File: config.mk
export PLATFORM = sky130hd
export DESIGN_NAME = elph_parse
export DESIGN_NICKNAME = d
export VERILOG_FILES = /design/src/elph_pkg.sv /design/src/elph_parse.sv
export SDC_FILE = /design/constraint.sdc
export NUM_CORES = 1
export LEC_CHECK = 0
export BUFFER_PORTS_ARGS = -buffer_cell sky130_fd_sc_hd__clkbuf_2
export CORE_MARGIN = 2
export CORE_UTILIZATION = 58
export CTS_CLUSTER_SIZE = 25
export DETAILED_ROUTE_END_ITERATION = 6
export PLACE_DENSITY = 0.83
export SKIP_CTS_REPAIR_TIMING = 1
export SLEW_MARGIN = 20
export SYNTH_ARGS = -nofsm -noshare
export SYNTH_HDL_FRONTEND = slang
export SYNTH_SLANG_ARGS = --single-unit
File: constraint.sdc
create_clock -name clk -period 9.5 [get_ports clk]
set_input_delay 0.95 -clock clk [delete_from_list [all_inputs] [get_ports clk]]
set_output_delay 0.95 -clock clk [all_outputs]
set_load 0.1 [all_outputs]
File: src/elph_pkg.sv
// shared types and constants of the edge list partition histogram
// no dependencies; every other file of the block but elph_ram imports or uses this package
`default_nettype none

package elph_pkg;

  // field widths of the request and result channels
  localparam int FUNC_W  = 2;
  localparam int BYTE_W  = 8;
  localparam int PART_W  = 9;
  localparam int COUNT_W = 32;

  // partition index width that covers the largest supported partition count
  localparam int IDX_W = 10;

  // result queue between the table pipeline and the output channel
  localparam int FIFO_DEPTH = 8;
  localparam int FIFO_AW    = 3;

  localparam logic [COUNT_W-1:0] COUNT_MAX = '1;

  // request function codes
  localparam logic [FUNC_W-1:0] FN_TEXT = 2'd0;
  localparam logic [FUNC_W-1:0] FN_READ = 2'd1;
  localparam logic [FUNC_W-1:0] FN_END  = 2'd2;

  // table operation carried by each request through the pipeline
  typedef enum logic [1:0] {
    OP_ZERO  = 2'd0,
    OP_COUNT = 2'd1,
    OP_READ  = 2'd2
  } elph_op_t;

  typedef struct packed {
    elph_op_t         op;
    logic [IDX_W-1:0] a;
    logic [IDX_W-1:0] b;
    logic             err;
  } elph_ev_t;

  typedef struct packed {
    logic [COUNT_W-1:0] count;
    logic               err;
  } elph_res_t;

  typedef struct packed {
    logic       busy;
    logic [1:0] inflight;
  } elph_stat_t;

endpackage

`default_nettype wire

File: src/elph_parse.sv
// edge list text parser: token state machine and residue unit
// depends on elph_pkg; emits one table event per accepted request
`default_nettype none

module elph_parse #(
  parameter int PARTS = 320
) (
  input  wire                          clk,
  input  wire                          rst_n,
  input  wire                          accept,
  input  wire  [elph_pkg::FUNC_W-1:0]  func,
  input  wire  [elph_pkg::BYTE_W-1:0]  text_byte,
  input  wire  [elph_pkg::PART_W-1:0]  row,
  input  wire  [elph_pkg::PART_W-1:0]  col,
  output logic                         ev_valid,
  output elph_pkg::elph_ev_t           ev
);
  import elph_pkg::*;

  localparam int RW = $clog2(PARTS);
  localparam logic [RW:0] P_W = (RW+1)'(PARTS);

  typedef enum logic [4:0] {
    PH_START   = 5'b00001,
    PH_COMMENT = 5'b00010,
    PH_SOURCE  = 5'b00100,
    PH_DEST    = 5'b01000,
    PH_TRAIL   = 5'b10000
  } elph_phase_t;

  elph_phase_t   phase_r, phase_nxt;
  logic [RW-1:0] src_r, src_nxt;
  logic [RW-1:0] dst_r, dst_nxt;
  logic          ds_r, ds_nxt;
  logic          err_r, err_nxt;

  logic          is_blank, is_white, is_digit, is_hash, is_eol;
  logic [RW-1:0] r_in, r2, r4, r8, r10, r_new;

  // doubling modulo PARTS for a value already below PARTS
  function automatic logic [RW-1:0] mod_dbl(input logic [RW-1:0] x);
    logic [RW:0] y;
    y = {x, 1'b0};
    if (y >= P_W) y = y - P_W;
    return y[RW-1:0];
  endfunction

  // sum modulo PARTS of two values below PARTS
  function automatic logic [RW-1:0] mod_add(input logic [RW-1:0] x, input logic [RW-1:0] z);
    logic [RW:0] y;
    y = {1'b0, x} + {1'b0, z};
    if (y >= P_W) y = y - P_W;
    return y[RW-1:0];
  endfunction

  // digit value modulo PARTS
  function automatic logic [RW-1:0] dig_mod(input logic [3:0] d);
    logic [RW-1:0] m;
    case (d)
      4'd0:    m = RW'(0 % PARTS);
      4'd1:    m = RW'(1 % PARTS);
      4'd2:    m = RW'(2 % PARTS);
      4'd3:    m = RW'(3 % PARTS);
      4'd4:    m = RW'(4 % PARTS);
      4'd5:    m = RW'(5 % PARTS);
      4'd6:    m = RW'(6 % PARTS);
      4'd7:    m = RW'(7 % PARTS);
      4'd8:    m = RW'(8 % PARTS);
      4'd9:    m = RW'(9 % PARTS);
      default: m = '0;
    endcase
    return m;
  endfunction

  // character classes
  assign is_blank = text_byte inside {8'h20, 8'h09};
  assign is_white = text_byte inside {8'h20, [8'h09:8'h0D]};
  assign is_digit = text_byte inside {[8'h30:8'h39]};
  assign is_hash  = (text_byte == 8'h23);
  assign is_eol   = text_byte inside {8'h0A, 8'h0D};

  // residue unit: r = (10*r + d) mod PARTS as doublings and adds
  assign r_in  = (ds_r && (phase_r != PH_START)) ? ((phase_r == PH_DEST) ? dst_r : src_r)
                                                 : '0;
  assign r2    = mod_dbl(r_in);
  assign r4    = mod_dbl(r2);
  assign r8    = mod_dbl(r4);
  assign r10   = mod_add(r8, r2);
  assign r_new = mod_add(r10, dig_mod(text_byte[3:0]));

  // token state machine and event generation
  always_comb begin
    phase_nxt = phase_r;
    src_nxt   = src_r;
    dst_nxt   = dst_r;
    ds_nxt    = ds_r;
    err_nxt   = err_r;
    ev.op     = OP_ZERO;
    ev.a      = '0;
    ev.b      = '0;
    ev.err    = err_r;
    if (accept) begin
      case (func)
        FN_TEXT: begin
          if (!err_r) begin
            case (phase_r)
              PH_START: begin
                if (is_hash) begin
                  phase_nxt = PH_COMMENT;
                end else if (!is_blank) begin
                  // the byte opens the source number
                  phase_nxt = PH_SOURCE;
                  ds_nxt    = 1'b0;
                  if (is_digit) begin
                    src_nxt = r_new;
                    ds_nxt  = 1'b1;
                  end else if (!is_white) begin
                    err_nxt = 1'b1;
                  end
                end
              end
              PH_COMMENT: begin
                if (is_eol) begin
                  phase_nxt = PH_SOURCE;
                  ds_nxt    = 1'b0;
                end
              end
              PH_SOURCE: begin
                if (is_digit) begin
                  src_nxt = r_new;
                  ds_nxt  = 1'b1;
                end else if (ds_r) begin
                  // source done, byte is looked at again as a destination lead
                  phase_nxt = PH_DEST;
                  ds_nxt    = 1'b0;
                  if (!is_white) err_nxt = 1'b1;
                end else if (!is_white) begin
                  err_nxt = 1'b1;
                end
              end
              PH_DEST: begin
                if (is_digit) begin
                  dst_nxt = r_new;
                  ds_nxt  = 1'b1;
                end else if (ds_r) begin
                  // pair complete; a non-blank ending byte is discarded at once
                  ev.op     = OP_COUNT;
                  ev.a      = IDX_W'(src_r);
                  ev.b      = IDX_W'(dst_r);
                  ds_nxt    = 1'b0;
                  phase_nxt = is_blank ? PH_TRAIL : PH_START;
                end else if (!is_white) begin
                  err_nxt = 1'b1;
                end
              end
              PH_TRAIL: begin
                if (!is_blank) begin
                  phase_nxt = PH_START;
                  ds_nxt    = 1'b0;
                end
              end
              default: begin
                phase_nxt = PH_START;
              end
            endcase
          end
          ev.err = err_nxt;
        end
        FN_READ: begin
          if ((32'(row) < 32'(PARTS)) && (32'(col) < 32'(PARTS))) begin
            ev.op = OP_READ;
            ev.a  = IDX_W'(row);
            ev.b  = IDX_W'(col);
          end
        end
        FN_END: begin
          // a pending destination with digits is counted, then the text restarts
          if (!err_r && (phase_r == PH_DEST) && ds_r) begin
            ev.op = OP_COUNT;
            ev.a  = IDX_W'(src_r);
            ev.b  = IDX_W'(dst_r);
          end
          phase_nxt = PH_START;
          src_nxt   = '0;
          dst_nxt   = '0;
          ds_nxt    = 1'b0;
          err_nxt   = 1'b0;
        end
        default: begin
        end
      endcase
    end
  end

  assign ev_valid = accept;

  // parser state
  always_ff @(posedge clk) begin
    if (!rst_n) begin
      phase_r <= PH_START;
      src_r   <= '0;
      dst_r   <= '0;
      ds_r    <= 1'b0;
      err_r   <= 1'b0;
    end else begin
      phase_r <= phase_nxt;
      src_r   <= src_nxt;
      dst_r   <= dst_nxt;
      ds_r    <= ds_nxt;
      err_r   <= err_nxt;
    end
  end

  // end of text always returns to a clean record start
  a_end_clears: assert property (@(posedge clk) disable iff (!rst_n)
    accept && (func == FN_END) |=> (phase_r == PH_START) && !err_r && !ds_r)
    else $error("end of text did not restart the parser");

  // an error sticks until end of text
  a_err_sticky: assert property (@(posedge clk) disable iff (!rst_n)
    err_r && !(accept && (func == FN_END)) |=> err_r)
    else $error("parse error cleared before end of text");

  // counted pairs always address inside the table
  a_count_range: assert property (@(posedge clk) disable iff (!rst_n)
    ev_valid && (ev.op == OP_COUNT) |-> (32'(ev.a) < 32'(PARTS)) && (32'(ev.b) < 32'(PARTS)))
    else $error("count event outside the partition range");

endmodule

`default_nettype wire

==> impl_metrics.env <==
export IMPL_status="finished, final reports clean"
export IMPL_clock_sinks=25
export IMPL_clk_root_buffer_cell="sky130_fd_sc_hd__clkbuf_8"
export IMPL_slew_violations=0
export IMPL_ys_dominant_reg_cell="sky130_fd_sc_hd__dfxtp_1"
export IMPL_post_place_setup_slack_ns=2.08
export IMPL_vias=3542
export IMPL_multi_input_area_um2=2510
export IMPL_crit_path_max_incr_delay_ns=0.53
export IMPL_met2_wirelength_mm=4.34
export IMPL_placed_cell_area_um2=3440
export IMPL_max_freq_mhz=132
export IMPL_gpl_final_weighted_congestion=1.02
export IMPL_drc=0
export IMPL_die_height_um=78.1
export IMPL_sequential_standard_cell_area_um2=500
export IMPL_worst_endpoint_arrival_ns=7.73
export IMPL_wl_mm=9.21
export IMPL_post_drt_antenna_nets=0
export IMPL_drive_above_1_share_pct=18.3
export IMPL_finish_instance_area_um2=3490
export IMPL_worst_hold_check_path_type="reg2reg"
export IMPL_fin_crit_ns=7.58
export IMPL_nets=520
export IMPL_largest_cells_by_area_after_synthesis="sky130_fd_sc_hd__dfxtp_1 (16%), sky130_fd_sc_hd__ha_1 (6.7%), sky130_fd_sc_hd__nand2_1 (6.6%)"
export IMPL_synthTopCellsByCount="sky130_fd_sc_hd__nand2_1 (56), sky130_fd_sc_hd__a21oi_1 (31), sky130_fd_sc_hd__nor2_1 (31), sky130_fd_sc_hd__dfxtp_1 (25), sky130_fd_sc_hd__nand3_1 (23)"
export IMPL_power_uw=233
export IMPL_detailedRoute_firstPassIterationCount=6
export IMPL_timing_critical_path_fanout_max=14
export IMPL_cts_clk_slew_worst_paths_ns=0.09
export IMPL_num_fill_cells=471
export IMPL_finalSetupViolCount=0
export IMPL_portBuffers=52
export IMPL_most_frequent_cell_after_synthesis="sky130_fd_sc_hd__nand2_1"
export IMPL_clock_tree_htree_level_count=1
export IMPL_synth_area_per_cell_um2=7.40
export IMPL_grt_pass1_wl_mm=15.1
export IMPL_iteration_0_drc_markers=297
export IMPL_die_w_um=78.1
export IMPL_grt_remaining_overflow=0
export IMPL_synth_ff_latch_count=25
export IMPL_power_density_nw_per_um2=66.9
export IMPL_post_synth_instance_area_um2=3180
export IMPL_cts_tree="yes"
export IMPL_routed_via_density=6.57
export IMPL_sequential_fraction_of_the_synthesis_area_pct=15.7
export IMPL_core_area_um2=5200
export IMPL_post_synth_top_area_cell="sky130_fd_sc_hd__dfxtp_1"
export IMPL_antenna_diode_instance_count=0
export IMPL_global_route_usage_total_pct=30.1
export IMPL_max_cap_viol_count=0
export IMPL_wl_met1_mm=4.12
export IMPL_postLayoutSetupSlackWorst_ns=1.92
export IMPL_worst_slew_pin_slew_ns=0.698
export IMPL_critical_path_slowest_cell="sky130_fd_sc_hd__dfxtp_1"
export IMPL_clkLatencyLatePin_ns=0.27
export IMPL_floorplan_rows=26
export IMPL_wl_per_cell_um=17.1
export IMPL_clock_skew_final_ns=0.00381
export IMPL_clk_path_buf_depth=2
export IMPL_cp_startpoint_kind="flip-flop"
export IMPL_min_period_over_period_pct=79.8
export IMPL_rsz0062_at_grt="no"
export IMPL_highest_metal_layer_with_signal_wires="met4"
export IMPL_postSynth_asyncResetShare_pct=0
export IMPL_cts_made_buffers=3
export IMPL_first_global_vias=3192
export IMPL_hold_viol_final=0
export IMPL_cell_repeated_most_along_the_worst_path="sky130_fd_sc_hd__ha_1"
export IMPL_synth_edff_count=0
export IMPL_ios=55
export IMPL_number_of_antenna_violations_at_the_first_check_in_global_routing=0
export IMPL_netlist_area_leader_share_pct=15.7
export IMPL_worst_endpoint_required_ns=9.65
export IMPL_wl_met3_um=601
export IMPL_syn_inst=430
export IMPL_max_vdd_ir_drop_mv=0.0638
export IMPL_criticalPathCategory="reg2reg"
export IMPL_final_setup_tns_ns=0
export IMPL_post_synth_num_cell_types=81
export IMPL_yosysWarnings=0
export IMPL_dieArea_um2=6100
export IMPL_timing_max_slew_rel_slack_pct=53.4
export IMPL_place_detailed_hpwl_mm=7.24
export IMPL_end_kind="flip-flop"
export IMPL_cellLeakagePower_uw=0.00141
export IMPL_maximum_number_of_pins_on_one_net_before_global_route_repair=20
export IMPL_area_growth_from_synthesis_to_layout_pct=9.59
export IMPL_floorplan_initialDensity_pct=61.2
[critical path: cells and delay by family (launching register included)]
kind            cells  cell delay [ns]
fa+ha+maj           5             1.27
compound gates     11             3.02
buf+inv             2             0.20
simple gates        7             1.47
xor+xnor            2             0.45
mux                 2             0.52
flops               1             0.53
[per-stage QoR]
| step | hold WS [ns] | cells | util, % |
|---|---|---|---|
| 2_1_floorplan | 0.451 | 431 | - |
| 3_5_place_dp | 0.487 | 535 | 66.1 |
| 4_1_cts | 0.499 | 539 | 67.0 |
| 5_1_grt | 0.535 | 539 | 67.0 |
| 3_3_place_gp | 0.474 | 535 | 66.1 |
| 6_report | 0.503 | 539 | 67.0 |
[per-layer routing]
layer / up-vias / global-route usage (%)
met5: - / 0
met4: 0 / 6.67
met3: 16 / 4.25
met2: 153 / 49.9
met1: 1675 / 41.6
li1: 1698 / -
[sequential cells by signal, indices dropped and copies added, names as in the netlist]
name and count:
dst_r 9, src_r 9, phase_r 5, ds_r 1, err_r 1
[placed cells by master, fill, tap and decap left out, types with 4 or more instances in the layout]
cell                       instances
sky130_fd_sc_hd__a211o_1           5
sky130_fd_sc_hd__nor2b_1           8
sky130_fd_sc_hd__a21boi_0          4
sky130_fd_sc_hd__o21a_1            5
sky130_fd_sc_hd__o31ai_1           6
sky130_fd_sc_hd__clkbuf_2         52
sky130_fd_sc_hd__nand3_1          23
sky130_fd_sc_hd__a21oi_1          31
sky130_fd_sc_hd__o211ai_1          6
sky130_fd_sc_hd__nor4_1            4
sky130_fd_sc_hd__a211oi_1          7
sky130_fd_sc_hd__o21ai_0          18
sky130_fd_sc_hd__nand2_1          56
sky130_fd_sc_hd__a22o_1           19
sky130_fd_sc_hd__o21ai_2           4
sky130_fd_sc_hd__xnor2_1           9
sky130_fd_sc_hd__a31oi_1           7
sky130_fd_sc_hd__a21o_1            7
sky130_fd_sc_hd__nand2b_1          6
sky130_fd_sc_hd__ha_1             17
sky130_fd_sc_hd__nand4_1           5
sky130_fd_sc_hd__inv_1            14
sky130_fd_sc_hd__nor2_1           30
sky130_fd_sc_hd__dfxtp_1          25
sky130_fd_sc_hd__mux2i_1           9
sky130_fd_sc_hd__nor3_1            8
[path summary, 6_finish.rpt]
check | start | end | slack [ns] | cells past startpoint
worst max-delay path | phase_r[0] | src_r[6] | 1.92 | 29
worst min-delay path | src_r[8] | src_r[8] | 0.50 | 2
worst max register to register | phase_r[0] | src_r[6] | 1.92 | 29
worst min register to register | src_r[8] | src_r[8] | 0.50 | 2
[cell type report]
cell class	count	area share, %
clock buffers	4	1.29
inverters	16	1.72
multi-input cells	369	72.0
flip-flops and latches	25	14.3
well taps	70	2.51
repair buffers	55	8.11
[kinds of logic (layout without fill, tap and decap cells)]
| kind of cell | Yosys count | in the layout | synth area share, % |
|---|---|---|---|
| AND/OR/NAND/NOR | 176 | 176 | 29.1 |
| AO/OA/AOI/OAI | 152 | 152 | 35.6 |
| buffers and inverters | 37 | 75 | 5.54 |
| flip-flops | 25 | 25 | 15.7 |
| adder cells (fa/ha/maj) | 19 | 19 | 7.94 |
| XOR/XNOR | 10 | 10 | 2.75 |
| multiplexers | 10 | 10 | 3.18 |
| other | 1 | 2 | 0.118 |
[where the power goes]
group / internal (uW) / total, uW / switching [uW]
combinational: 16.2 / 57.9 / 41.7
sequential: 106 / 110 / 3.76
clock: 30.1 / 65.5 / 35.4
Note: power is estimated with default switching activity, not from simulation.
